[config.mk]
export PLATFORM = sky130hd
export DESIGN_NAME = hmc_front
export DESIGN_NICKNAME = d
export VERILOG_FILES = /design/src/design/hmc_pkg.sv /design/src/design/hmc_front.sv
export SDC_FILE = /design/constraint.sdc
export NUM_CORES = 1
export LEC_CHECK = 0
export BUFFER_PORTS_ARGS = -buffer_cell sky130_fd_sc_hd__buf_2
export CAP_MARGIN = 20
export CORE_MARGIN = 10
export CORE_UTILIZATION = 45
export DETAILED_ROUTE_END_ITERATION = 10
export PLACE_DENSITY_LB_ADDON = 0.1
export SLEW_MARGIN = 10
export SYNTH_ARGS = -nofsm -noshare
export SYNTH_HDL_FRONTEND = slang
export SYNTH_SLANG_ARGS = --single-unit
[constraint.sdc]
create_clock -name vclk -period 6.53
set_input_delay 0.653 -clock vclk [all_inputs]
set_output_delay 0.653 -clock vclk [all_outputs]
set_load 0.03 [all_outputs]
[src/design/hmc_pkg.sv]
package hmc_pkg;

    // Default sample width, signed Q16.16 at 32 bits.
    localparam int SAMPLE_WIDTH_DEF = 32;

    // Configuration port.
    localparam int CFG_DATA_W  = 32;
    localparam int CFG_INDEX_W = 3;

    typedef enum logic [CFG_INDEX_W-1:0] {
        REG_RANGE_LOW  = 3'd0,
        REG_RANGE_HIGH = 3'd1,
        REG_TINT_RED   = 3'd2,
        REG_TINT_GREEN = 3'd3,
        REG_TINT_BLUE  = 3'd4,
        REG_OPACITY    = 3'd5
    } t_reg_index;

    localparam logic signed [31:0] RANGE_LOW_RESET  = 32'sd0;
    localparam logic signed [31:0] RANGE_HIGH_RESET = 32'sd65536;
    localparam logic [7:0]         CHAN_RESET       = 8'd255;

    // Position in the range, unsigned Q1.16.
    localparam int T_FRAC_W = 16;
    localparam int T_W      = T_FRAC_W + 1;
    localparam logic [T_W-1:0] T_ONE  = 17'h10000;
    localparam logic [T_W-1:0] T_HALF = 17'h08000;

    // Range divider: one quotient bit per stage.
    localparam int DIV_STEPS = T_FRAC_W;
    localparam int DEN_W     = 33;
    localparam int REM_W     = DEN_W + 1;

    localparam int QUEUE_DEPTH = 2;

    typedef enum logic [1:0] {
        KIND_INVALID,
        KIND_LOW,
        KIND_HIGH,
        KIND_DIVIDE
    } t_kind;

    typedef struct packed {
        t_kind            kind;
        logic [DEN_W-1:0] num;
        logic [DEN_W-1:0] den;
    } t_entry;

    typedef struct packed {
        t_kind               kind;
        logic [REM_W-1:0]    rem;
        logic [DEN_W-1:0]    den;
        logic [T_FRAC_W-1:0] quo;
    } t_div;

    // Color channels.
    localparam int CH_RED   = 0;
    localparam int CH_GREEN = 1;
    localparam int CH_BLUE  = 2;
    localparam int NUM_CH   = 3;

    // Blend arithmetic: n = 1785 * (A * 65536 + B * S) + 300 * 65536 * tint,
    // result = n / (1000 * 65536).
    localparam int V_W         = 25;
    localparam int N_W         = 36;
    localparam int P_W         = 20;
    localparam int RECIP_W     = 21;
    localparam int PROD_W      = P_W + RECIP_W;
    localparam int RECIP_SHIFT = 30;
    localparam int Q_W         = PROD_W - RECIP_SHIFT;
    localparam int BLEND_SCALE = 1785;
    localparam int TINT_SCALE  = 300 * 65536;
    localparam logic [RECIP_W-1:0] RECIP_K = 21'd1073742;

    localparam logic [7:0] CHAN_MAX      = 8'd255;
    localparam logic [7:0] INVALID_RED   = 8'd30;
    localparam logic [7:0] INVALID_GREEN = 8'd30;
    localparam logic [7:0] INVALID_BLUE  = 8'd35;

    // Queue, divider stages, blend stages and the output register.
    localparam int RESULT_LATENCY = DIV_STEPS + 4;

    // Ramp offset in hundredths for a channel and a segment of the ramp.
    function automatic logic [6:0] ramp_base(input int ch, input logic seg);
        logic [6:0] a;
        a = 7'd0;
        case (ch)
            CH_RED:   a = seg ? 7'd95 : 7'd15;
            CH_GREEN: a = seg ? 7'd70 : 7'd30;
            CH_BLUE:  a = seg ? 7'd45 : 7'd95;
            default:  a = 7'd0;
        endcase
        return a;
    endfunction

    // Ramp slope in hundredths for a channel and a segment of the ramp.
    function automatic logic signed [6:0] ramp_slope(input int ch, input logic seg);
        logic signed [6:0] b;
        b = 7'sd0;
        case (ch)
            CH_RED:   b = seg ? 7'sd0   : 7'sd30;
            CH_GREEN: b = seg ? -7'sd45 : 7'sd40;
            CH_BLUE:  b = seg ? -7'sd25 : 7'sd0;
            default:  b = 7'sd0;
        endcase
        return b;
    endfunction

endpackage

[src/design/hmc_front.sv]
module hmc_front #(
    parameter int SAMPLE_WIDTH = hmc_pkg::SAMPLE_WIDTH_DEF
) (
    input  logic                           i_start,
    input  logic                           i_queue_full,
    input  logic signed [SAMPLE_WIDTH-1:0] i_sample,
    input  logic                           i_sample_invalid,
    input  logic signed [31:0]             i_range_low,
    input  logic signed [31:0]             i_range_high,
    output logic                           o_push,
    output hmc_pkg::t_entry                o_entry
);
    import hmc_pkg::*;

    localparam int EXT_W = ((SAMPLE_WIDTH > 32) ? SAMPLE_WIDTH : 32) + 2;

    logic signed [EXT_W-1:0] x_ext;
    logic signed [EXT_W-1:0] lo_ext;
    logic signed [EXT_W-1:0] hi_ext;
    logic signed [EXT_W-1:0] hi_eff;
    logic signed [EXT_W-1:0] num_ext;
    logic signed [EXT_W-1:0] den_ext;
    logic signed [EXT_W-1:0] one_ext;

    assign o_push = i_start && !i_queue_full;

    always_comb begin
        x_ext   = EXT_W'(i_sample);
        lo_ext  = EXT_W'(i_range_low);
        hi_ext  = EXT_W'(i_range_high);
        one_ext = EXT_W'(T_ONE);
        // An empty range counts as a range of one.
        hi_eff  = (i_range_high == i_range_low) ? (lo_ext + one_ext) : hi_ext;

        o_entry.kind = KIND_DIVIDE;
        if (hi_eff > lo_ext) begin
            if (x_ext <= lo_ext) begin
                o_entry.kind = KIND_LOW;
            end else if (x_ext >= hi_eff) begin
                o_entry.kind = KIND_HIGH;
            end
            num_ext = x_ext - lo_ext;
            den_ext = hi_eff - lo_ext;
        end else begin
            if (x_ext >= lo_ext) begin
                o_entry.kind = KIND_LOW;
            end else if (x_ext <= hi_eff) begin
                o_entry.kind = KIND_HIGH;
            end
            num_ext = lo_ext - x_ext;
            den_ext = lo_ext - hi_eff;
        end

        if (i_sample_invalid) begin
            o_entry.kind = KIND_INVALID;
        end
        // Inside the range the numerator stays below the denominator.
        o_entry.num = num_ext[DEN_W-1:0];
        o_entry.den = den_ext[DEN_W-1:0];
    end

endmodule

* After elaboration in Yosys (flattened, before gate mapping) *
Index checks and enable logic that the tools add are counted.

word-level totals
  bits in registers = 0
  input port bits = 99
  word-level logic and storage cells = 22

cells by class
  add/subtract/negate cells = 5
  $lt $le $gt $ge = 5
  equal/unequal tests = 1
  mux-type cells = 9
  reduce and logical (&&, ||, !) cells = 2

operators by type and width
  kind                                                               number
  33-bit two-way mux                                                 2
  32-bit by 32-bit subtractor with 33-bit output                     2
  32-bit by 34-bit >= comparator with 1-bit output                   1
  34-bit by 32-bit greater-than comparator with 1-bit output         1
  32-bit by 34-bit less-or-equal comparator with 1-bit output        1
  34-bit two-way mux                                                 1
  32-bit by 18-bit adder with 33-bit output (second input constant)  1
  32-bit by 33-bit subtractor with 33-bit output                     1
  33-bit by 32-bit subtractor with 33-bit output                     1
  32-bit == test                                                     1
  32-bit >= comparator                                               1
  32-bit less-or-equal comparator                                    1
  2-bit two-way mux                                                  4
  1-bit two-way mux                                                  2
  1-bit logical AND                                                  1
  1-bit logical NOT                                                  1

* Depth between registers and ports, before layout *
  depth after elaboration = 7
  gate-level depth with buffers = 22
  depth with buffers taken out = 17

* Worst setup path after synthesis *
Ideal clock, no wire load.

  path type = in2out
  start point = input port i_range_low[30]
  end point = output port o_entry[32] (netlist bit)
  arrival time = 5115 ps
  data required time = 5877 ps
  slack = 762 ps
  cell stages on the path = 20
  cells stage by stage = xor2_1 nor4_1 nand4_1 nor2_1 clkbuf_1 mux2i_1 inv_1 ha_1 buf_2 and4_1 and2_1 a22oi_1 o211ai_2 a31o_4 and2_4 buf_6 buf_6 a211o_1 a32o_1 a211oi_2

RTL lines
  what                RTL line         source
  start: declaration  hmc_front.sv:8   input logic signed [31:0] i_range_low,
  end: declaration    hmc_front.sv:11  output hmc_pkg::t_entry o_entry

==> flow_summary.json <==
{
  "status": "completed",
  "globalRoute.totalOverflow": 0,
  "share_of_the_core_filled_with_cells": 0.505,
  "ys_top_cells_by_count": "sky130_fd_sc_hd__ha_1 (163), sky130_fd_sc_hd__a21oi_1 (153), sky130_fd_sc_hd__inv_1 (138)",
  "number_of_setup_buffers_added_after_cts": 0,
  "num_io_pins": 168,
  "yosys.cell_count.top_type": "sky130_fd_sc_hd__ha_1",
  "placement.cell_area_mm2": 0.00986,
  "core_mm2": 0.0195,
  "detail_route.vias_per_cell": 5.96,
  "io_buffer_count": 168,
  "placement.setup.worst_slack_ns": 0.385,
  "cp.buffers_inverters": 5,
  "switching_share": 0.659,
  "power.total_mw": 1.44,
  "timing.final.hold_violations": 0,
  "detail_route.wirelength_mm": 35.3,
  "tightestPinTransition_ns": 0.780,
  "num_rows": 51,
  "gr-usage-all-layers": 0.251,
  "maximum_number_of_pins_on_one_net_before_global_route_repair": 35,
  "syn-mean-instance-area_um2": 6.84,
  "grt_first_pass_wirelength_mm": 53.7,
  "min_path_type": "in2out",
  "start_util": 0.460,
  "count_of_yosys_warnings_during_synthesis": 0,
  "layout_worst_path_cycle_share": 0.951,
  "cell_internal_pwr_mw": 0.489,
  "synth_largest_area_cell": "sky130_fd_sc_hd__ha_1",
  "post-route-min-period_ns": 6.21,
  "power.density_cell_area_mw_per_mm2": 146,
  "die_h_um": 161,
  "setup-tns-final_ns": 0,
  "yosysUniqueCellTypes": 76,
  "maxCapViolations": 0,
  "cts_hold_buffers": 0,
  "die_x_um": 161,
  "worst_hold_path.num_cells": 3,
  "fin_worst_hold_slack_ns": 1.58,
  "wl_per_cell_um": 21.1,
  "crit_slowest_cell": "sky130_fd_sc_hd__nor4_1",
  "worst_path_dominant_cell_family": "simple AND/OR/NAND/NOR gates",
  "seqCellArea_um2": 0,
  "power.static_leakage_nw": 4.98,
  "detailedRoute.firstPassIterationCount": 6,
  "synth_seq_area_share": 0,
  "timing.slew.headroom": 0.473,
  "synth.area.top_cells": "sky130_fd_sc_hd__ha_1 (23%), sky130_fd_sc_hd__a21oi_1 (8.5%), sky130_fd_sc_hd__inv_1 (5.8%)",
  "area_growth_syn_to_layout_pct": 9.85,
  "vias": 9971,
  "post-synth-top-area-fraction": 0.227,
  "worstHoldEndpoint": "o_push",
  "first_global_vias": 9688,
  "hp-start": "i_queue_full",
  "fmax_mhz": 161,
  "critical-path-max-stage-delay_ns": 0.47,
  "flops_and_latches": 0,
  "setup_violations": 0,
  "worstPathCellList": "buf_2 > xor2_1 > nor4_1 > nand4_1 > nor2_1 > buf_4 > mux2i_1 > inv_1 > ha_1 > and4_1 > and2_1 > a22oi_1 > o211ai_2 > a31o_4 > nand2_2 > buf_12 > mux2i_1 > o22ai_1 > xor2_1 > buf_2",
  "slew_viol_final": 0,
  "final_cell_area_mm2": 0.00986,
  "power.net_switching_mw": 0.946,
  "timing.critical_path.depth": 20,
  "cts_resized": 0,
  "drt.antenna.violating_nets": 0,
  "critical_path_data_arrival_time_ns": 5.56,
  "post-route-worst-setup-slack_ns": 0.317,
  "timing.critical_path.fanout_max": 25,
  "timing_worst_setup_path_type": "in2out",
  "share_clk_of_total_power": 0,
  "synthesis.nets": 1578,
  "postSynthCellCount": 1312,
  "power.sequential.fraction": 0,
  "floorplan.die_area_mm2": 0.0260,
  "placed_cells_incl_taps": 1670,
  "detailed_place_hpwl_mm": 30.5,
  "combinational_cell_fraction_of_total_power": 1.000,
  "layout-drive-gt1-share": 0.160,
  "route.detailed.drc": 0,
  "setup_repair_after_global_routing_missed_its_margin": "false",
  "gp_congestion": 0.953,
  "design.final.nets": 1673,
  "layoutNonFillerInstCount": 1672,
  "n_clock_buffer": 0,
  "ir_worst_vdd_mv": 0.110,
  "data_required_time_of_the_worst_path_ns": 5.88,
  "startpoint_type": "input pin",
  "grt_antenna_before_repair": 2,
  "end_kind": "output pin",
  "syn-cell-area_mm2": 0.00898,
  "initialDrtViolationCount": 881
}
-- cell usage in the layout (no fill, tap or decap), types with 51 or more instances in the layout --
cell type / synthesis / routed
sky130_fd_sc_hd__nand2_1: 97 / 96
sky130_fd_sc_hd__a21o_1: 57 / 57
sky130_fd_sc_hd__nor2_1: 61 / 61
sky130_fd_sc_hd__inv_1: 138 / 138
sky130_fd_sc_hd__buf_2: 24 / 168
sky130_fd_sc_hd__ha_1: 163 / 163
sky130_fd_sc_hd__a21oi_1: 153 / 153
sky130_fd_sc_hd__xor2_1: 51 / 51
sky130_fd_sc_hd__xnor2_1: 58 / 58
sky130_fd_sc_hd__o21ai_0: 78 / 78
-- cells by family (layout without fill, tap and decap cells) --
family	count (synthesis)	count (layout)	synth area share
muxes	41	41	0.0498
and+or+nand+nor	317	317	0.174
xor gates and xnor gates	109	109	0.106
other	0	2	0
AOI/OAI and AO/OA	455	455	0.334
buffers and inverters	223	316	0.100
adders and majority gates	167	167	0.236
-- layout make-up --
type / count / area [µm²]
Inverter: 138 / 518
Antenna cell: 2 / 5.00
Multi-Input combinational cell: 1089 / 8080
Tap cell: 265 / 332
Timing Repair Buffer: 178 / 928
Fill cell: 2113 / 9660
-- layer usage --
metal  up-vias  global-route usage  share of wire
met4         0              0.0509          0.022
met3        39              0.0173          0.070
li1       4885                   -              -
met5         -                   0              0
met2       458               0.391           0.43
met1      4589               0.368           0.48
-- how the worst max path moves through the flow --
stage          slack (ns)           to       startpoint
2_1_floorplan        0.76  o_entry[32]  i_range_low[30]
3_3_place_gp         0.44  o_entry[46]  i_range_high[4]
3_5_place_dp         0.39  o_entry[62]   i_range_low[4]
4_1_cts              0.38  o_entry[62]  i_range_high[4]
5_1_grt              0.10  o_entry[62]  i_range_low[16]
6_report             0.32  o_entry[62]   i_range_low[4]
-- power by group through the flow --
stage | Combinational, mW | Clock, mW | Sequential [mW]
2_1_floorplan | 1.01 | 0 | 0
3_3_place_gp | 1.42 | 0 | 0
3_5_place_dp | 1.42 | 0 | 0
4_1_cts | 1.43 | 0 | 0
5_1_grt | 1.55 | 0.0000000205 | 0
6_report | 1.44 | 0.0000000410 | 0
Note: power is estimated with default switching activity, not from simulation.
