<file path="config.mk">
export PLATFORM = sky130hd
export DESIGN_NAME = hmc_queue
export DESIGN_NICKNAME = d
export VERILOG_FILES = /design/src/design/hmc_pkg.sv /design/src/design/hmc_queue.sv
export SDC_FILE = /design/constraint.sdc
export NUM_CORES = 1
export LEC_CHECK = 0
export BUFFER_PORTS_ARGS = -buffer_cell sky130_fd_sc_hd__buf_2
export CAP_MARGIN = 0
export CORE_MARGIN = 10
export CORE_UTILIZATION = 47
export CTS_BUF_LIST = sky130_fd_sc_hd__clkbuf_16
export DETAILED_ROUTE_END_ITERATION = 8
export MAX_ROUTING_LAYER = met4
export PLACE_DENSITY = 0.76
export SLEW_MARGIN = 20
export SYNTH_ARGS = -nofsm -noshare
export SYNTH_HDL_FRONTEND = slang
export SYNTH_SLANG_ARGS = --single-unit
export TNS_END_PERCENT = 30
</file>
<file path="constraint.sdc">
create_clock -name i_clk -period 4.1 [get_ports i_clk]
set_clock_uncertainty 0.2 [all_clocks]
set_input_delay 0 -clock i_clk [delete_from_list [all_inputs] [get_ports i_clk]]
set_output_delay 0 -clock i_clk [all_outputs]
set_load 0.05 [all_outputs]
</file>
<file path="src/design/hmc_pkg.sv">
package hmc_pkg;

    // Default sample width, signed Q16.16 at 32 bits.
    localparam int SAMPLE_WIDTH_DEF = 32;

    // Configuration port.
    localparam int CFG_DATA_W  = 32;
    localparam int CFG_INDEX_W = 3;

    typedef enum logic [CFG_INDEX_W-1:0] {
        REG_RANGE_LOW  = 3'd0,
        REG_RANGE_HIGH = 3'd1,
        REG_TINT_RED   = 3'd2,
        REG_TINT_GREEN = 3'd3,
        REG_TINT_BLUE  = 3'd4,
        REG_OPACITY    = 3'd5
    } t_reg_index;

    localparam logic signed [31:0] RANGE_LOW_RESET  = 32'sd0;
    localparam logic signed [31:0] RANGE_HIGH_RESET = 32'sd65536;
    localparam logic [7:0]         CHAN_RESET       = 8'd255;

    // Position in the range, unsigned Q1.16.
    localparam int T_FRAC_W = 16;
    localparam int T_W      = T_FRAC_W + 1;
    localparam logic [T_W-1:0] T_ONE  = 17'h10000;
    localparam logic [T_W-1:0] T_HALF = 17'h08000;

    // Range divider: one quotient bit per stage.
    localparam int DIV_STEPS = T_FRAC_W;
    localparam int DEN_W     = 33;
    localparam int REM_W     = DEN_W + 1;

    localparam int QUEUE_DEPTH = 2;

    typedef enum logic [1:0] {
        KIND_INVALID,
        KIND_LOW,
        KIND_HIGH,
        KIND_DIVIDE
    } t_kind;

    typedef struct packed {
        t_kind            kind;
        logic [DEN_W-1:0] num;
        logic [DEN_W-1:0] den;
    } t_entry;

    typedef struct packed {
        t_kind               kind;
        logic [REM_W-1:0]    rem;
        logic [DEN_W-1:0]    den;
        logic [T_FRAC_W-1:0] quo;
    } t_div;

    // Color channels.
    localparam int CH_RED   = 0;
    localparam int CH_GREEN = 1;
    localparam int CH_BLUE  = 2;
    localparam int NUM_CH   = 3;

    // Blend arithmetic: n = 1785 * (A * 65536 + B * S) + 300 * 65536 * tint,
    // result = n / (1000 * 65536).
    localparam int V_W         = 25;
    localparam int N_W         = 36;
    localparam int P_W         = 20;
    localparam int RECIP_W     = 21;
    localparam int PROD_W      = P_W + RECIP_W;
    localparam int RECIP_SHIFT = 30;
    localparam int Q_W         = PROD_W - RECIP_SHIFT;
    localparam int BLEND_SCALE = 1785;
    localparam int TINT_SCALE  = 300 * 65536;
    localparam logic [RECIP_W-1:0] RECIP_K = 21'd1073742;

    localparam logic [7:0] CHAN_MAX      = 8'd255;
    localparam logic [7:0] INVALID_RED   = 8'd30;
    localparam logic [7:0] INVALID_GREEN = 8'd30;
    localparam logic [7:0] INVALID_BLUE  = 8'd35;

    // Queue, divider stages, blend stages and the output register.
    localparam int RESULT_LATENCY = DIV_STEPS + 4;

    // Ramp offset in hundredths for a channel and a segment of the ramp.
    function automatic logic [6:0] ramp_base(input int ch, input logic seg);
        logic [6:0] a;
        a = 7'd0;
        case (ch)
            CH_RED:   a = seg ? 7'd95 : 7'd15;
            CH_GREEN: a = seg ? 7'd70 : 7'd30;
            CH_BLUE:  a = seg ? 7'd45 : 7'd95;
            default:  a = 7'd0;
        endcase
        return a;
    endfunction

    // Ramp slope in hundredths for a channel and a segment of the ramp.
    function automatic logic signed [6:0] ramp_slope(input int ch, input logic seg);
        logic signed [6:0] b;
        b = 7'sd0;
        case (ch)
            CH_RED:   b = seg ? 7'sd0   : 7'sd30;
            CH_GREEN: b = seg ? -7'sd45 : 7'sd40;
            CH_BLUE:  b = seg ? -7'sd25 : 7'sd0;
            default:  b = 7'sd0;
        endcase
        return b;
    endfunction

endpackage

</file>
<file path="src/design/hmc_queue.sv">
module hmc_queue (
    input  logic            i_clk,
    input  logic            i_rst_n,
    input  logic            i_push,
    input  hmc_pkg::t_entry i_entry,
    output logic            o_full,
    output logic            o_valid,
    output hmc_pkg::t_entry o_entry
);
    import hmc_pkg::*;

    localparam int PTR_W = (QUEUE_DEPTH > 1) ? $clog2(QUEUE_DEPTH) : 1;
    localparam int CNT_W = $clog2(QUEUE_DEPTH + 1);
    localparam logic [PTR_W-1:0] PTR_LAST = PTR_W'(QUEUE_DEPTH - 1);
    localparam logic [CNT_W-1:0] CNT_FULL = CNT_W'(QUEUE_DEPTH);

    t_entry           r_mem [QUEUE_DEPTH];
    logic [PTR_W-1:0] r_wr;
    logic [PTR_W-1:0] r_rd;
    logic [CNT_W-1:0] r_count;
    logic [PTR_W-1:0] n_wr;
    logic [PTR_W-1:0] n_rd;
    logic [CNT_W-1:0] n_count;
    logic             push_ok;
    logic             pop;

    // The back end drains one beat every cycle it has one.
    assign o_full  = (r_count == CNT_FULL);
    assign o_valid = (r_count != '0);
    assign pop     = o_valid;
    assign push_ok = i_push && !o_full;
    assign o_entry = r_mem[r_rd];

    always_comb begin
        n_wr    = r_wr;
        n_rd    = r_rd;
        n_count = r_count;
        if (push_ok) begin
            n_wr = (r_wr == PTR_LAST) ? '0 : r_wr + 1'b1;
        end
        if (pop) begin
            n_rd = (r_rd == PTR_LAST) ? '0 : r_rd + 1'b1;
        end
        case ({push_ok, pop})
            2'b10:   n_count = r_count + 1'b1;
            2'b01:   n_count = r_count - 1'b1;
            default: n_count = r_count;
        endcase
    end

    always_ff @(posedge i_clk) begin
        if (!i_rst_n) begin
            r_wr    <= '0;
            r_rd    <= '0;
            r_count <= '0;
        end else begin
            r_wr    <= n_wr;
            r_rd    <= n_rd;
            r_count <= n_count;
        end
    end

    always_ff @(posedge i_clk) begin
        if (push_ok) begin
            r_mem[r_wr] <= i_entry;
        end
    end

endmodule

</file>
* Word level (Yosys, flattened, before mapping)
Memories as Yosys holds them, arrays and structs flattened. A register that Yosys moved wholly into a read port is not among the register bits.
Index checks and enable logic that the tools add are counted.
** Storage, ports and cells
- Flip-flop bits (word level) :: 4
- Bits in latches :: 0
- Memory bits (writable) :: 136
- Bits in read-only memories :: 0
- Output and inout bits :: 70
- Memories kept :: 1
** Operators by class
- Add/sub/neg operators :: 4
- Multiply operators :: 0
- Divide/modulo/power cells :: 0
- $lt $le $gt $ge :: 0
- Eq/ne operators :: 3
- Shift-type cells :: 0
- Muxes and demuxes :: 7
- Bitwise operators :: 0
- Reductions and logical operators :: 4
** Memory list
- r_mem :: depth 2, bits a word 68, read ports 1, clocked after memory_dff 1, wr ports 1, RTL line hmc_queue.sv:17 : t_entry r_mem [QUEUE_DEPTH];
** Operators by type and width (count)
- 2-to-1 mux 1 bit :: 6
- equality test 2 bit, second input constant :: 2
- case mux 2 bit (2 select lines) :: 1
- nonzero test 2 bit :: 2
- adder 1 bit, second input constant :: 2
- adder 2 x 1 -> 2 bit, second input constant :: 1
- equality test 2 x 1 -> 1 bit, second input constant :: 1
- subtractor 2 x 1 -> 2 bit, second input constant :: 1
- logical AND 1 bit :: 1
- zero test 1 bit :: 1

* Depth between registers and ports, before layout
Gate-level depths: netlist of the first run.
- Depth in word-level cells :: 5
- Depth in mapped cells :: 4
- Depth with buffers taken out :: 3

* Worst setup path before layout of the first run
No wires, ideal clock.
- Kind :: reg2reg
- Start :: register r_count[0]
- End :: memory r_mem[0][0] (netlist name), enable pin
- Library setup time :: 0.494 ns
- Arrival :: 3.375 ns
- Required time :: 3.406 ns
- Slack :: 0.031 ns
- Cell stages (with the launch flop) :: 4
- Path buffers :: 0
- Clock period less this slack :: 4.069 ns
- Cells stage by stage :: dfxtp_1 nand2b_1 nand2_1 nor2_1
** Between the ends
- Cells in the longest elaborated chain, start to end :: 5
** RTL lines
- from (decl) :: RTL line hmc_queue.sv:20 : logic [CNT_W-1:0] r_count;
- from (signal assigned) :: RTL line hmc_queue.sv:59 : r_count <= n_count;
- equality test 2 bit :: RTL line hmc_queue.sv:28 : assign o_full = (r_count == CNT_FULL);
- zero test 1 bit :: RTL line hmc_queue.sv:31 : assign push_ok = i_push && !o_full;
- logical AND 1 bit :: RTL line hmc_queue.sv:31
- 2-to-1 mux 1 bit :: RTL line hmc_queue.sv:64 : if (push_ok) begin
- 2-to-1 mux 1 bit (implied by the code) :: RTL line hmc_queue.sv:65 : r_mem[r_wr] <= i_entry;
- to (decl) :: RTL line hmc_queue.sv:17
No other way between the ends.

==> impl_metrics.json, run 1 <==
{
  "synth_top_family_by_area": "multiplexers",
  "p_switching_uw": 910,
  "internal_power_mw": 2.80,
  "layout.nets": 526,
  "drt_iter0_drc": 145,
  "setup_slack_ns": 1.79,
  "drv_cap": 0,
  "dp_hpwl_um": 6380,
  "cts.sinks": 141,
  "grt_use_met2_pct": 24.0,
  "fmax_mhz": 432,
  "fin_crit_ns": 2.31,
  "clkSlewWorstSetupHoldPaths_ns": 0.06,
  "rsz0062_at_grt": "no",
  "p_clk_share_pct": 39.9,
  "wirelength_um": 10600,
  "crit_type": "reg2out",
  "start_kind": "flip-flop",
  "initial_core_util_pct": 47.8,
  "grt_pass1_wl_um": 16800,
  "avgSynthCellArea_um2": 22.3,
  "clkLatencyLatePin_ns": 0.40,
  "grt_overflow": 0,
  "arrival_ns": 2.11,
  "postRouteAntennaNets": 0,
  "yosys.area_share.simple_pct": 1.26,
  "die_y_um": 125,
  "grt_max_degree": 69,
  "met1_usage_pct": 14.2,
  "ys_seq_area_share_pct": 80.7,
  "port-buffer-count": 140,
  "p_leak_nw": 2.84,
  "p_per_area_mw_per_mm2": 507,
  "p_total_mw": 3.71,
  "switching_share_pct": 24.5,
  "yosys-mux-area-fraction_pct": 16.4,
  "end_kind": "output pin",
  "cp_slowest_stage_delay_ns": 1.01,
  "drv_slew": 0,
  "pre_cts_ws_ns": 1.92,
  "route.detailed.wl_per_inst_um": 17.5,
  "fillers": 731,
  "synth-seq-cells": 141,
  "hold_violations": 0,
  "combPwrFrac_pct": 14.0,
  "power.share.sequential_pct": 46.1,
  "io_pins": 141,
  "ir_worst_vdd_uv": 270,
  "required_ns": 3.90,
  "netlist_instances": 232,
  "outcome": "complete, no violations",
  "drive_gt1_share_pct": 50.9,
  "grt_pass1_vias": 3335,
  "antenna_found_initial": 0,
  "core.rowCount": 38,
  "slowest_stage": "dfxtp_4",
  "h-tree-depth": 4,
  "hp-class": "in2reg",
  "antenna-diode-count": 0,
  "synth_compound_area_share_pct": 0.145,
  "cts-buffers-inserted": 17,
  "tightest_slew_ns": 1.04,
  "dpl_cell_area_mm2": 0.00602,
  "cts_tree": "built",
  "synth_fa_ha_area_share_pct": 0,
  "vias": 2891,
  "core_area_mm2": 0.0108,
  "crit_fanout": 68,
  "cts-root-buf": "clkbuf_16",
  "via_per_inst": 4.75,
  "fp.dieW_um": 125,
  "netlist_area_mm2": 0.00518,
  "seq_area_mm2": 0.00419,
  "stdcell_area_mm2": 0.00731,
  "multi_input_area_um2": 936,
  "relSlewSlack_pct": 31.0,
  "path_cells": "mux2_2 -> buf_2",
  "synth_nets": 303,
  "drc": 0,
  "busiest_layer": "met2",
  "clockBufferDepth": 2,
  "setup_viol_count_final": 0,
  "post_cts_resize_count": 0,
  "ys_types": 16,
  "dieArea_mm2": 0.0156,
  "synth_xor_area_share_pct": 0,
  "fin_setup_tns_ns": 0,
  "track_usage_pct": 13.9,
  "fin_crit_sh_pct": 56.4,
  "gp_congestion": 0.675,
  "area_growth_pct": 41.1,
  "ys_warn_count": 0,
  "use_met3_pct": 5.07,
  "dr.pass1.iters": 4
}
-- path summary, 6_finish.rpt --
check / startpoint / to / slack [ns] / cells after the start
max: flip-flop / o_entry[54] / 1.79 / 2
min: i_entry[21] / r_mem[1][21]$_DFFE_PP_ / 0.12 / 2
max reg2reg: r_count[0]$_SDFFE_PN0P_ / r_mem[0][66]$_DFFE_PP_ / 1.98 / 4
min reg2reg: r_count[1]$_SDFFE_PN0P_ / r_count[1]$_SDFFE_PN0P_ / 0.31 / 1
-- sequential cells by signal, summed over array words and instances (netlist names), named ones only --
register,cells
r_count,2
r_rd,1
r_wr,1
r_mem,136
-- power by group through the flow --
stage | Combinational [mW] | Sequential (mW) | Clock (mW)
final | 0.518 | 1.71 | 1.48
after global routing | 0.545 | 1.72 | 1.58
after CTS | 0.523 | 1.71 | 1.51
after detailed placement | 0.469 | 1.74 | 0
after global placement | 0.465 | 1.74 | 0
after floorplan | 0.366 | 1.72 | 0
-- repair_timing --
item	4_1_cts	5_1_grt
hold buffers	71	0
hold endpoints to repair	141	0
buffers inserted	0	0
setup endpoints to repair	0	0
-- final cells by class --
class	instances	area share, %
Sequential cell	141	57.3
Timing Repair Buffer	212	19.6
Multi-Input combinational cell	82	12.8
Clock buffer	17	5.82
Tap cell	140	2.40
Clock inverter	15	2.09
Inverter	1	0.0513
-- synthesized netlist by cell type --
cell | count | area (um^2)
inv_1 | 1 | 3.75
edfxtp_1 | 136 | 4080
mux2_2 | 48 | 541
or3_1 | 1 | 6.26
buf_2 | 4 | 20.0
mux2i_1 | 1 | 10.0
buf_8 | 2 | 30.0
mux2_4 | 20 | 300
or2_2 | 1 | 6.26
nand2_1 | 3 | 11.3
buf_6 | 2 | 22.5
dfxtp_1 | 5 | 100
o21a_1 | 1 | 7.51
nor2_1 | 1 | 3.75
nand2b_1 | 2 | 12.5
and3_1 | 4 | 25.0
-- cell families after synthesis --
kind of cell	after synthesis
compound gates	1
buf+inv	9
flops	141
mux	69
simple gates	12
-- per-stage QoR --
step	util [%]	std cells	hold WS, ns
3_3_place_gp	55.6	505	-0.0122
2_1_floorplan	-	232	-0.101
3_5_place_dp	55.6	505	-0.00839
4_1_cts	67.5	608	0.0964
6_report	67.5	608	0.120
5_1_grt	67.5	608	0.101
-- placed cells by master (no fill, tap or decap), drive strengths merged, types with 3 or more instances in the layout --
master       instances
clkinv               8
dlygate4sd3         71
nand2                3
bufinv               3
mux2                68
clkbuf              17
and3                 4
dfxtp                5
clkinvlp             3
buf                141
edfxtp             136
-- worst max-delay path: cells and delay by family (launching register included) --
family | cells | cell delay, ns
flip-flops | 1 | 1.01
buffers and inverters | 1 | 0.22
multiplexers | 1 | 0.43
-- routing by layer --
| metal | wire length, um | part of all wire [%] | vias up |
|---|---|---|---|
| li1 | - | - | 1365 |
| met1 | 4080 | 38 | 1416 |
| met2 | 5800 | 54 | 103 |
| met3 | 681 | 6.4 | 7 |
| met4 | 80 | 0.75 | 0 |
| met5 | 0 | 0 | - |
(Power assumes the default switching activity.)
==> run 2: changes to the inputs <==
==> constraint.sdc (replaced) <==
create_clock -name i_clk -period 2.1 [get_ports i_clk]
set_clock_uncertainty 0.2 [all_clocks]
set_input_delay 0 -clock i_clk [delete_from_list [all_inputs] [get_ports i_clk]]
set_output_delay 0 -clock i_clk [all_outputs]
set_load 0.05 [all_outputs]
==> run 2 against run 1 <==
Compared with the run above:
- highest routed layer unchanged
- critical endpoint is now o_entry[18]
- non-clock buffer count increased by 5
- via count grew 1.7%
- final cell count increased by 0.82%
- sequential cell count unchanged
==> impl_metrics.json, run 2 (synthesized netlist as in run 1, its figures left out) <==
{
  "postRouteAntennaNets": 0,
  "area_growth_pct": 43.4,
  "r2r_cells": 3,
  "placedCellCount": 510,
  "p_leak_nw": 2.90,
  "reg.largest.list": "r_mem x136, r_count x2",
  "clkSlewWorstSetupHoldPaths_ns": 0.06,
  "via_per_inst": 4.79,
  "die_y_um": 125,
  "cts-buffers-inserted": 17,
  "dr.pass1.iters": 4,
  "grt_overflow": 0,
  "final_util_pct": 68.6,
  "rsz0062_at_grt": "no",
  "dp_hpwl_um": 6790,
  "required_ns": 1.90,
  "fmax_mhz": 548,
  "core.rowCount": 38,
  "antenna_found_initial": 0,
  "cts_tree": "built",
  "layout.nets": 531,
  "grt_pass1_wl_um": 17100,
  "cp.depth": 3,
  "wirelength_um": 10900,
  "final_cell_mix": "140 x buf_2, 136 x edfxtp_1, 71 x dlygate4sd3_1, 48 x mux2_2, 20 x mux2_4",
  "path_cells": "buf_12 -> mux2_2 -> buf_2",
  "setup_viol_count_final": 0,
  "drt_iter0_drc": 129,
  "final-instance-count-excl-fill": 613,
  "cp-endpoint": "o_entry[18]",
  "outcome": "complete, no violations",
  "route.detailed.wl_per_inst_um": 17.8,
  "setup_slack_ns": 0.274,
  "rr_startpoint": "r_count[0]$_SDFFE_PN0P_",
  "top_register": "r_mem",
  "h-tree-depth": 4,
  "initial_core_util_pct": 47.8,
  "slowest_stage": "mux2_2",
  "ff2ff_setup_slack_ns": 0.47,
  "cts-root-buf": "clkbuf_16",
  "r2r_end": "r_mem[1][42]$_DFFE_PP_",
  "p_per_area_mw_per_mm2": 984,
  "io_pins": 141,
  "cp_top_family": "buffers and inverters",
  "gp_congestion": 0.740,
  "crit_buf_inv": 2,
  "crit_type": "reg2out",
  "cp_slowest_stage_delay_ns": 0.38,
  "drc": 0,
  "clockBufferDepth": 2,
  "end_kind": "output pin",
  "relSlewSlack_pct": 77.0,
  "drv_cap": 0,
  "cts_setup_buffers": 0,
  "core_area_mm2": 0.0108,
  "fin_crit_ns": 1.83,
  "dieArea_mm2": 0.0156,
  "arrival_ns": 1.63,
  "grt_pass1_vias": 3365,
  "crit_fanout": 37,
  "port-buffer-count": 140,
  "hold_violations": 0,
  "tightest_slew_ns": 0.346,
  "drive_gt1_share_pct": 53.5,
  "ir_worst_vdd_uv": 589,
  "drv_slew": 0,
  "fin_crit_sh_pct": 87.0,
  "fin_setup_tns_ns": 0,
  "track_usage_pct": 14.4,
  "fp.dieW_um": 125,
  "largest_register_ff_count": 136,
  "start_kind": "flip-flop",
  "layout_commonest_cell": "buf_2",
  "p_total_mw": 7.31,
  "vias": 2939,
  "hp-class": "in2reg",
  "clkLatencyLatePin_ns": 0.41,
  "cts.sinks": 141,
  "pre_cts_ws_ns": 0.474,
  "grt_max_degree": 43,
  "antenna-diode-count": 0
}
## run 2: changes by cell type in the layout (fill, tap and decap cells not counted), sizes merged
cell | previous run | this run
clkinv | 8 | 10
buf | 141 | 146
clkinvlp | 3 | 1
## run 2: final cells by class
type	count	area [um^2]
fill	693	3410
multi-input combinational	82	951
tap	140	175
clock buffer	17	425
timing repair buffer	217	1520
clock inverter	15	171
inverter	1	3.75
sequential	141	4190
## run 2: how the worst min path moves through the flow
stage                            from                     end  cells past startpoint
after detailed placement   i_entry[9]   r_mem[1][9]$_DFFE_PP_                      1
final                     i_entry[41]  r_mem[0][41]$_DFFE_PP_                      2
after global routing      i_entry[31]  r_mem[0][31]$_DFFE_PP_                      2
after global placement    i_entry[55]  r_mem[0][55]$_DFFE_PP_                      1
after CTS                  i_entry[9]   r_mem[1][9]$_DFFE_PP_                      2
after floorplan            i_entry[0]   r_mem[0][0]$_DFFE_PP_                      0
## run 2: power by group
group,internal [mW],leakage [nW],switching (mW)
clock network,1.86,0.297,1.07
logic,0.380,1.29,0.698
registers,3.27,1.32,0.0402
## run 2: worst reg2reg max path, stage by stage (launching register included)
cell      delay (ns)
dfxtp_2         0.34
nand2b_4        0.15
and3_4          0.39
buf_12          0.24
## run 2: stage by stage
| stage | instance area [um^2] | hold slack [ns] |
|---|---|---|
| CTS | 7430 | 0.0905 |
| floorplan | 5210 | -0.101 |
| global route | 7430 | 0.101 |
| finish | 7430 | 0.107 |
| global placement | 6130 | -0.0128 |
| detailed placement | 6130 | -0.00763 |
## run 2: repair_timing
action | in CTS | in global routing
resized for setup | 0 | 0
hold buffers | 71 | 0
hold endpoints to repair | 159 | 0
## run 2: routing by layer
metal / up-vias / routed length (um) / part of all wire (%) / global-route usage [%]
met3: 24 / 787 / 7.2 / 5.62
li1: 1382 / - / - / -
met2: 120 / 5740 / 53 / 24.6
met1: 1413 / 4110 / 38 / 14.1
met4: 0 / 266 / 2.4 / 6.57
met5: - / 0 / 0 / -
