===== src/design/hmc_pkg.sv =====
package hmc_pkg;

    // Default sample width, signed Q16.16 at 32 bits.
    localparam int SAMPLE_WIDTH_DEF = 32;

    // Configuration port.
    localparam int CFG_DATA_W  = 32;
    localparam int CFG_INDEX_W = 3;

    typedef enum logic [CFG_INDEX_W-1:0] {
        REG_RANGE_LOW  = 3'd0,
        REG_RANGE_HIGH = 3'd1,
        REG_TINT_RED   = 3'd2,
        REG_TINT_GREEN = 3'd3,
        REG_TINT_BLUE  = 3'd4,
        REG_OPACITY    = 3'd5
    } t_reg_index;

    localparam logic signed [31:0] RANGE_LOW_RESET  = 32'sd0;
    localparam logic signed [31:0] RANGE_HIGH_RESET = 32'sd65536;
    localparam logic [7:0]         CHAN_RESET       = 8'd255;

    // Position in the range, unsigned Q1.16.
    localparam int T_FRAC_W = 16;
    localparam int T_W      = T_FRAC_W + 1;
    localparam logic [T_W-1:0] T_ONE  = 17'h10000;
    localparam logic [T_W-1:0] T_HALF = 17'h08000;

    // Range divider: one quotient bit per stage.
    localparam int DIV_STEPS = T_FRAC_W;
    localparam int DEN_W     = 33;
    localparam int REM_W     = DEN_W + 1;

    localparam int QUEUE_DEPTH = 2;

    typedef enum logic [1:0] {
        KIND_INVALID,
        KIND_LOW,
        KIND_HIGH,
        KIND_DIVIDE
    } t_kind;

    typedef struct packed {
        t_kind            kind;
        logic [DEN_W-1:0] num;
        logic [DEN_W-1:0] den;
    } t_entry;

    typedef struct packed {
        t_kind               kind;
        logic [REM_W-1:0]    rem;
        logic [DEN_W-1:0]    den;
        logic [T_FRAC_W-1:0] quo;
    } t_div;

    // Color channels.
    localparam int CH_RED   = 0;
    localparam int CH_GREEN = 1;
    localparam int CH_BLUE  = 2;
    localparam int NUM_CH   = 3;

    // Blend arithmetic: n = 1785 * (A * 65536 + B * S) + 300 * 65536 * tint,
    // result = n / (1000 * 65536).
    localparam int V_W         = 25;
    localparam int N_W         = 36;
    localparam int P_W         = 20;
    localparam int RECIP_W     = 21;
    localparam int PROD_W      = P_W + RECIP_W;
    localparam int RECIP_SHIFT = 30;
    localparam int Q_W         = PROD_W - RECIP_SHIFT;
    localparam int BLEND_SCALE = 1785;
    localparam int TINT_SCALE  = 300 * 65536;
    localparam logic [RECIP_W-1:0] RECIP_K = 21'd1073742;

    localparam logic [7:0] CHAN_MAX      = 8'd255;
    localparam logic [7:0] INVALID_RED   = 8'd30;
    localparam logic [7:0] INVALID_GREEN = 8'd30;
    localparam logic [7:0] INVALID_BLUE  = 8'd35;

    // Queue, divider stages, blend stages and the output register.
    localparam int RESULT_LATENCY = DIV_STEPS + 4;

    // Ramp offset in hundredths for a channel and a segment of the ramp.
    function automatic logic [6:0] ramp_base(input int ch, input logic seg);
        logic [6:0] a;
        a = 7'd0;
        case (ch)
            CH_RED:   a = seg ? 7'd95 : 7'd15;
            CH_GREEN: a = seg ? 7'd70 : 7'd30;
            CH_BLUE:  a = seg ? 7'd45 : 7'd95;
            default:  a = 7'd0;
        endcase
        return a;
    endfunction

    // Ramp slope in hundredths for a channel and a segment of the ramp.
    function automatic logic signed [6:0] ramp_slope(input int ch, input logic seg);
        logic signed [6:0] b;
        b = 7'sd0;
        case (ch)
            CH_RED:   b = seg ? 7'sd0   : 7'sd30;
            CH_GREEN: b = seg ? -7'sd45 : 7'sd40;
            CH_BLUE:  b = seg ? -7'sd25 : 7'sd0;
            default:  b = 7'sd0;
        endcase
        return b;
    endfunction

endpackage


===== src/design/hmc_back.sv =====
module hmc_back (
    input  logic            i_clk,
    input  logic            i_rst_n,
    input  logic            i_valid,
    input  hmc_pkg::t_entry i_entry,
    input  logic [7:0]      i_tint_red,
    input  logic [7:0]      i_tint_green,
    input  logic [7:0]      i_tint_blue,
    input  logic [7:0]      i_opacity,
    output logic            o_strobe,
    output logic [7:0]      o_red,
    output logic [7:0]      o_green,
    output logic [7:0]      o_blue,
    output logic [7:0]      o_alpha_out
);
    import hmc_pkg::*;

    // Restoring divider, one quotient bit per stage.
    t_div r_div     [DIV_STEPS];
    logic r_div_vld [DIV_STEPS];
    t_div step_in   [DIV_STEPS];
    logic vld_in    [DIV_STEPS];

    always_comb begin
        step_in[0].kind = i_entry.kind;
        step_in[0].rem  = REM_W'(i_entry.num);
        step_in[0].den  = i_entry.den;
        step_in[0].quo  = '0;
        vld_in[0]       = i_valid;
    end

    for (genvar k = 0; k < DIV_STEPS; k++) begin : g_div
        logic [REM_W-1:0] rem2;
        logic             ge;

        if (k > 0) begin : g_link
            assign step_in[k] = r_div[k-1];
            assign vld_in[k]  = r_div_vld[k-1];
        end

        assign rem2 = {step_in[k].rem[REM_W-2:0], 1'b0};
        assign ge   = (rem2 >= REM_W'(step_in[k].den));

        always_ff @(posedge i_clk) begin
            if (!i_rst_n) begin
                r_div_vld[k] <= 1'b0;
            end else begin
                r_div_vld[k] <= vld_in[k];
            end
        end

        always_ff @(posedge i_clk) begin
            r_div[k].kind <= step_in[k].kind;
            r_div[k].den  <= step_in[k].den;
            r_div[k].rem  <= ge ? (rem2 - REM_W'(step_in[k].den)) : rem2;
            r_div[k].quo  <= {step_in[k].quo[T_FRAC_W-2:0], ge};
        end
    end

    // Ramp stage: position, segment and the linear term of each channel.
    t_div                  div_last;
    logic [T_W-1:0]        t_pos;
    logic [T_W-1:0]        t_off;
    logic                  seg;
    logic [T_W-1:0]        s_pos;
    logic signed [V_W-1:0] a_ext [NUM_CH];
    logic signed [V_W-1:0] b_ext [NUM_CH];
    logic signed [V_W-1:0] s_ext;
    logic signed [V_W-1:0] v_next [NUM_CH];
    logic signed [V_W-1:0] r_a_v  [NUM_CH];
    t_kind                 r_a_kind;
    logic                  r_a_vld;

    assign div_last = r_div[DIV_STEPS-1];

    always_comb begin
        case (div_last.kind)
            KIND_LOW:    t_pos = '0;
            KIND_HIGH:   t_pos = T_ONE;
            KIND_DIVIDE: t_pos = {1'b0, div_last.quo};
            default:     t_pos = '0;
        endcase
        seg   = (t_pos >= T_HALF);
        t_off = seg ? (t_pos - T_HALF) : t_pos;
        s_pos = {t_off[T_W-2:0], 1'b0};
        s_ext = V_W'(s_pos);
        for (int ch = 0; ch < NUM_CH; ch++) begin
            a_ext[ch]  = V_W'({ramp_base(ch, seg), 16'h0000});
            b_ext[ch]  = V_W'(ramp_slope(ch, seg));
            v_next[ch] = a_ext[ch] + b_ext[ch] * s_ext;
        end
    end

    always_ff @(posedge i_clk) begin
        if (!i_rst_n) begin
            r_a_vld <= 1'b0;
        end else begin
            r_a_vld <= r_div_vld[DIV_STEPS-1];
        end
    end

    always_ff @(posedge i_clk) begin
        r_a_kind <= div_last.kind;
        r_a_v    <= v_next;
    end

    // Scale stage: blend with the tint and drop the sixteen fraction bits.
    logic [7:0]            tint  [NUM_CH];
    logic signed [N_W-1:0] v_wide [NUM_CH];
    logic signed [N_W-1:0] t_wide [NUM_CH];
    logic signed [N_W-1:0] n_blend [NUM_CH];
    logic [P_W-1:0]        p_next [NUM_CH];
    logic [P_W-1:0]        r_b_p  [NUM_CH];
    t_kind                 r_b_kind;
    logic                  r_b_vld;

    always_comb begin
        tint[CH_RED]   = i_tint_red;
        tint[CH_GREEN] = i_tint_green;
        tint[CH_BLUE]  = i_tint_blue;
        for (int ch = 0; ch < NUM_CH; ch++) begin
            v_wide[ch]  = N_W'(r_a_v[ch]);
            t_wide[ch]  = N_W'(tint[ch]);
            n_blend[ch] = v_wide[ch] * N_W'(BLEND_SCALE) + t_wide[ch] * N_W'(TINT_SCALE);
            p_next[ch]  = n_blend[ch][N_W-1] ? '0 : n_blend[ch][16 +: P_W];
        end
    end

    always_ff @(posedge i_clk) begin
        if (!i_rst_n) begin
            r_b_vld <= 1'b0;
        end else begin
            r_b_vld <= r_a_vld;
        end
    end

    always_ff @(posedge i_clk) begin
        r_b_kind <= r_a_kind;
        r_b_p    <= p_next;
    end

    // Output stage: divide by 1000 through a reciprocal, saturate.
    logic [PROD_W-1:0] prod  [NUM_CH];
    logic [Q_W-1:0]    q_val [NUM_CH];
    logic [7:0]        chan  [NUM_CH];
    logic              r_strobe;
    logic [7:0]        r_red;
    logic [7:0]        r_green;
    logic [7:0]        r_blue;
    logic [7:0]        r_alpha;

    always_comb begin
        for (int ch = 0; ch < NUM_CH; ch++) begin
            prod[ch]  = PROD_W'(r_b_p[ch]) * PROD_W'(RECIP_K);
            q_val[ch] = prod[ch][RECIP_SHIFT +: Q_W];
            chan[ch]  = (q_val[ch] > Q_W'(CHAN_MAX)) ? CHAN_MAX : q_val[ch][7:0];
        end
    end

    always_ff @(posedge i_clk) begin
        if (!i_rst_n) begin
            r_strobe <= 1'b0;
        end else begin
            r_strobe <= r_b_vld;
        end
    end

    always_ff @(posedge i_clk) begin
        r_alpha <= i_opacity;
        if (r_b_kind == KIND_INVALID) begin
            r_red   <= INVALID_RED;
            r_green <= INVALID_GREEN;
            r_blue  <= INVALID_BLUE;
        end else begin
            r_red   <= chan[CH_RED];
            r_green <= chan[CH_GREEN];
            r_blue  <= chan[CH_BLUE];
        end
    end

    assign o_strobe    = r_strobe;
    assign o_red       = r_red;
    assign o_green     = r_green;
    assign o_blue      = r_blue;
    assign o_alpha_out = r_alpha;

endmodule


===== config.mk =====
export PLATFORM = sky130hd
export DESIGN_NAME = hmc_back
export DESIGN_NICKNAME = d
export VERILOG_FILES = /design/src/design/hmc_pkg.sv /design/src/design/hmc_back.sv
export SDC_FILE = /design/constraint.sdc
export NUM_CORES = 2
export LEC_CHECK = 0
export BUFFER_PORTS_ARGS = -buffer_cell sky130_fd_sc_hd__buf_2
export CAP_MARGIN = 20
export CORE_UTILIZATION = 55
export CTS_CLUSTER_DIAMETER = 60
export DETAILED_ROUTE_END_ITERATION = 7
export GPL_TIMING_DRIVEN = 1
export MAX_ROUTING_LAYER = met4
export PLACE_DENSITY = 0.71
export SETUP_SLACK_MARGIN = 0.5
export SYNTH_ARGS = -nofsm -noshare
export SYNTH_HDL_FRONTEND = slang
export SYNTH_SLANG_ARGS = --single-unit

===== constraint.sdc =====
create_clock -name i_clk -period 18.9 [get_ports i_clk]
set_input_delay 2.835 -clock i_clk [delete_from_list [all_inputs] [get_ports i_clk]]
set_output_delay 2.835 -clock i_clk [all_outputs]
set_load 0.01 [all_outputs]

Word level (Yosys, flattened, before mapping)
Memories as Yosys holds them, arrays and structs flattened. A register that Yosys moved wholly into a read port is not among the register bits.
Cells that the tools add are included.
{"block": "word_totals", "ff_bits": 172, "ram_bits": 1376, "inputBits": 103, "out_inout_bits": 33, "n_memories": 2}
{"name": "r_div", "depth": 16, "width": 85, "rd": 16, "rd_clocked_by_memory_dff": 0, "wr": 16, "line": "hmc_back.sv:19", "text": "t_div r_div [DIV_STEPS];"}
{"name": "r_div_vld", "depth": 16, "width": 1, "rd": 16, "rd_clocked_by_memory_dff": 1, "wr": 16, "line": "hmc_back.sv:20", "text": "logic r_div_vld [DIV_STEPS];"}
{"block": "classes", "addsub": 23, "multipliers": 12, "order_cmp": 20, "eq_ne": 2, "n_mux": 45, "bitwise_logic": 16, "n_reduce_logical": 5}
{"cell": "34-bit by 33-bit >= comparator with 1-bit output", "n": 16}
{"cell": "34-bit 2-to-1 mux", "n": 16}
{"cell": "34-bit by 33-bit subtractor with 34-bit output", "n": 16}
{"cell": "20-bit by 20-bit multiplier with 40-bit output (second input constant)", "n": 3}
{"cell": "36-bit by 34-bit adder with 36-bit output", "n": 2}
{"cell": "25-bit by 12-bit multiplier with 36-bit output (second input constant)", "n": 2}
{"cell": "24-bit by 25-bit adder with 25-bit output", "n": 2}
{"cell": "7-bit by 17-bit multiplier with 24-bit output", "n": 2}
{"cell": "8-bit by 7-bit multiplier with 15-bit output (second input constant)", "n": 3}
{"cell": "35-bit by 33-bit adder with 36-bit output", "n": 1}
{"cell": "24-bit by 11-bit multiplier with 35-bit output (second input constant)", "n": 1}
{"cell": "7-bit 2-to-1 mux", "n": 5}
{"cell": "17-bit case mux with 2 select lines", "n": 1}
{"cell": "11-bit by 8-bit > comparator with 1-bit output (second input constant)", "n": 3}
{"cell": "23-bit by 22-bit adder with 24-bit output", "n": 1}
{"cell": "8-bit 2-to-1 mux", "n": 3}
{"cell": "5-bit by 16-bit multiplier with 21-bit output", "n": 1}
{"cell": "1-bit 2-to-1 mux", "n": 18}
{"cell": "17-bit by 16-bit >= comparator with 1-bit output (second input constant)", "n": 1}
{"cell": "16-bit 2-to-1 mux", "n": 1}
{"cell": "1-bit OR", "n": 16}
{"cell": "16-bit subtractor (second input constant)", "n": 1}
{"cell": "2-bit OR reduction", "n": 3}
{"cell": "5-bit 2-to-1 mux", "n": 1}
{"cell": "3 further kinds", "n": 4}

Logic depth before layout (Yosys ltp)
An unclocked memory read counts as a cell.
{"block": "logic_depth", "ltp_word": 7, "ltp_mapped": 35}

Worst setup path after synthesis
No wires, ideal clock.
{"block": "synth_timing", "path_type": "input port to flip-flop", "from": "in i_tint_green[3]", "to": "reg r_b_p[25] (netlist bit)", "setup_ns": 0.117, "arrival_ns": 9.222, "slack_ns": 9.561, "path_stages": 30, "path_buffers": 1, "cell_sequence": "ha_1 -> ha_1 -> ha_1 -> inv_1 -> fa_1 -> inv_1 -> ha_1 -> a21boi_0 -> o21ai_0 -> nand2_1 -> and2_1 -> o21ai_0 -> nand2b_1 -> a21o_1 -> a21oi_1 -> xnor2_1 -> ha_1 -> fa_1 -> fa_1 -> fa_1 -> ha_1 -> and4_1 -> nor2b_1 -> inv_1 -> o211a_1 -> o31ai_1 -> a21oi_1 -> xnor2_2 -> buf_2 -> nor2_1"}
{"block": "synth_via", "elab_chain_cells": 2}
{"element": "from (decl)", "line": "hmc_back.sv:7", "text": "input logic [7:0] i_tint_green,"}
{"element": "8-bit by 7-bit multiplier with 15-bit output", "line": "hmc_back.sv:124", "text": "n_blend[ch] = v_wide[ch] * N_W'(BLEND_SCALE) + t_wide[ch] * N_W'(TINT_SCALE);"}
{"element": "36-bit by 34-bit adder with 36-bit output", "line": "hmc_back.sv:124"}
{"element": "to (signal assigned)", "line": "hmc_back.sv:139", "text": "r_b_p <= p_next;"}
{"element": "to (decl)", "line": "hmc_back.sv:113", "text": "logic [P_W-1:0] r_b_p [NUM_CH];"}
Every way passes these cells.
A chain may end at the register's enable or synchronous reset.

Worst setup path after layout
{"block": "layout_timing", "from": "in i_tint_green[3]", "to": "reg r_b_p[21] (netlist bit)"}
Same word-level chain as after synthesis.

==> results list <==
- The area growth from synthesis to layout is 9.34%.
* CTS root buffer: sky130_fd_sc_hd__clkbuf_16
- Of all nets on the critical path, the largest fanout is 17.
* Area inside the core boundary: 0.181 mm2
- Most frequent cells in the layout: sky130_fd_sc_hd__inv_1, sky130_fd_sc_hd__ha_1, sky130_fd_sc_hd__dfxtp_1
- Leaving out fill and tap cells, the most frequent cell in the layout is sky130_fd_sc_hd__inv_1.
- Final period demand of the worst path: 9360 ps
* Buffer levels on the longest clock path: 3
- The number of pins with negative max-slew slack in the final report was 0.
- Once layout is done, the placed cells without fillers occupy 0.110 mm2.
- Half-perimeter wire length of the detailed placement result: 183000 um
* Antenna-violating nets left: 0
- Number of vias per cell after detailed routing: 5.37
- Cell repeated most along the worst path: sky130_fd_sc_hd__ha_1
* Initial antenna violation count: 2
- Before CTS, the worst setup slack after placement is 8710 ps.
* Outcome: finished, final reports clean
- During synthesis, Yosys emitted a total of 0 warnings.
- Count of input and output buffers: 135
- Total iterations of the first detailed-routing run: 6
- Largest area contributor in the netlist: sky130_fd_sc_hd__dfxtp_1
* Number of storage elements in the synthesis netlist: 1338
- Die height: 429 um
- The post-route netlist has 7.50% of its cells at a drive strength greater than 1.
- In the post-route analysis, the smallest setup slack over all paths is 9540 ps.
* Type of the setup path with the least slack: input port to register
* Req. time, crit path: 19540 ps
- Kind of end point of the critical path: register
- GR Util All Layers: 25.0%
- Part of the Yosys area used for sequential elements: 26.7%
- Dividing the detail-routed wire length by the instance count gives 16.8 um.
* Final Wtd Congestion: 0.932
- Syn Inst Count: 10400
- The first global-routing pass estimated 366000 um of wire.
* Placed instance area: 0.104 mm2
- Clock transition at the registers of the reported paths: 60 ps
* Multi-input gate area in the final layout: 0.0655 mm2
* Post-layout net count: 13200
- Total grt overflow: 0
- Die outline width: 429 um
- The later pin in the worst-skew pair is clocked with a latency of 820 ps.
* Number of global-route vias before repair: 73400
* Post-cts repair resize count: 0
- The final-report hold violation count was 0.
- Counting flops with an async set or reset pin after synthesis yields a share of 0%.
- Signal arrival time at the worst endpoint: 10010 ps
- The routed design has 220000 um of wire.
- Worst Tran Pin Value: 1010 ps
* Clock net sink count: 1338
- Setup tns final: 0 ps
- The H-tree generated during clock tree synthesis spans 4 levels.
* Crit path largest cell delay: 620 ps
* Hold/Removal Path Class: register to register
- Pin count of the biggest net entering global routing: 63
- Cell variety after synth: 104
- The mapped netlist covers 0.100 mm2.
- The final route contains 70500 vias.
- Count of boundary I/O pins: 136
- Cts bufs inserted: 156
* DRC Markers: 0
- Sorting the synthesized cells by area gives the leading types as sky130_fd_sc_hd__dfxtp_1, sky130_fd_sc_hd__ha_1, sky130_fd_sc_hd__fa_1.
- Derived from the worst setup path, the maximum achievable clock frequency is 107 MHz.
- Startpoint type of the worst setup path: input port
- Buffers added to address setup during post-CTS repair amount to 0.
- Most used flip-flop cell after synthesis: sky130_fd_sc_hd__dfxtp_1
- Max-cap violation count: 0
- Worst slew margin relative to its limit: 30.6%
- EDFF count, synth: 0
- After the first detailed-routing iteration, the DRC count stood at 3285.
- In the final layout, flip-flops and latches occupy 0.0268 mm2.
- Effective utilization at floorplan: 55.5%
- On the final layout, the worst clock skew is 49.1 ps.
* Syn_area_per_cell: 9.65 um2
- Final count of negative-setup-slack endpoints: 0
- The share of synthesized area in the top cell type comes to 26.7%.
- Setup repair after global routing left no endpoint under its margin.
- The initialized floorplan defines 156 standard-cell rows.
* TritonCTS clock tree: done
* Full die area: 0.184 mm2
- Number of fillers in the final layout: 15100
- Count of hold-fix buffers inserted at cts: 0
- Crit share post-route: 49.5%
- Among all stages on the critical path, the largest delay is contributed by sky130_fd_sc_hd__xnor2_2.
==> cell type report <==
| type | instances | area share (%) |
|---|---|---|
| clock inverter | 94 | 1.47 |
| inverter | 2044 | 6.99 |
| clock buffer | 191 | 3.90 |
| multi-input combinational | 6928 | 59.7 |
| sequential | 1338 | 24.4 |
| tap | 2370 | 2.70 |
| antenna | 2 | 0.00456 |
| timing repair buffer | 155 | 0.807 |
==> critical path: cells and delay by family <==
kind / cells / cell delay [ps]
fa+ha+maj: 10 / 3710
compound gates: 8 / 1550
simple gates: 6 / 840
xor+xnor: 2 / 780
buf+inv: 4 / 270
==> synthesized netlist by cell type (26+ instances only) <==
cell                          n
sky130_fd_sc_hd__nor2_1     425
sky130_fd_sc_hd__a21oi_1    597
sky130_fd_sc_hd__o211ai_1    26
sky130_fd_sc_hd__nor3_1     116
sky130_fd_sc_hd__ha_1      1633
sky130_fd_sc_hd__dfxtp_1   1338
sky130_fd_sc_hd__a21o_1     319
sky130_fd_sc_hd__o21bai_1    71
sky130_fd_sc_hd__nand3_1     99
sky130_fd_sc_hd__buf_2       34
sky130_fd_sc_hd__inv_1     2043
sky130_fd_sc_hd__and2_1      60
sky130_fd_sc_hd__fa_1       806
sky130_fd_sc_hd__or2_2       41
sky130_fd_sc_hd__nand2_1    435
sky130_fd_sc_hd__clkbuf_1    65
sky130_fd_sc_hd__o31ai_1     38
sky130_fd_sc_hd__and3_1      64
sky130_fd_sc_hd__nor2b_1    106
sky130_fd_sc_hd__xnor2_1    365
sky130_fd_sc_hd__nand2b_1   111
sky130_fd_sc_hd__a21boi_0    28
sky130_fd_sc_hd__a211oi_1    47
sky130_fd_sc_hd__xor2_1     214
sky130_fd_sc_hd__or3_1       37
sky130_fd_sc_hd__nand4_1     92
sky130_fd_sc_hd__o21ai_0    424
sky130_fd_sc_hd__o21a_1      81
sky130_fd_sc_hd__mux2_2     266
sky130_fd_sc_hd__a31oi_1     49
==> cells by family (layout without fill, tap and decap cells) <==
group / count (synthesis) / count (layout) / synth area share, %
adders and majority gates: 2439 / 2439 / 36.4
DFF: 1338 / 1338 / 26.7
AOI/OAI and AO/OA: 1922 / 1922 / 12.2
other: 2 / 22 / 0.00748
buffers and inverters: 2155 / 2484 / 8.14
muxes: 293 / 293 / 3.27
xor gates and xnor gates: 580 / 580 / 5.07
and+or+nand+nor: 1674 / 1674 / 8.16
==> sequential cells by signal, summed over array words and instances (netlist names) <==
register,count
o_red,8
r_b_vld,1
r_div,1158
r_a_v,68
o_alpha_out,8
o_strobe,1
r_a_kind,2
r_b_kind,2
o_blue,8
r_a_vld,1
r_b_p,57
r_div_vld,16
o_green,8
==> per-stage QoR <==
stage               hold slack (ps)  cells  util [%]
finish                          281  13100      60.6
global route                    285  13100      60.6
CTS                             279  13100      60.6
detailed placement              312  12800      57.3
global placement                310  12800      57.3
floorplan                       310  10400         -
==> layer usage <==
layer	vias to the layer above	share of wire (%)	track usage [%]
li1	34900	-	-
met4	0	2.4	6.73
met5	-	0	-
met3	350	3.4	2.82
met2	1275	50	43.4
met1	34000	44	30.6
==> final timing paths <==
| path | cells after the start | to | slack (ps) | start |
|---|---|---|---|---|
| setup / recovery | 30 | r_b_p[21] | 9540 | i_tint_green[3] |
| hold / removal | 0 | r_div[1][608] | 280 | r_div[1][522] |
| setup reg to reg | 32 | r_b_p[51] | 11220 | r_a_v[57] |
| hold reg to reg | 0 | r_div[1][608] | 280 | r_div[1][522] |
Power is left out: the tool's default activity adds up to more than one toggle a clock period on the data nets, which glitch-free logic cannot reach.
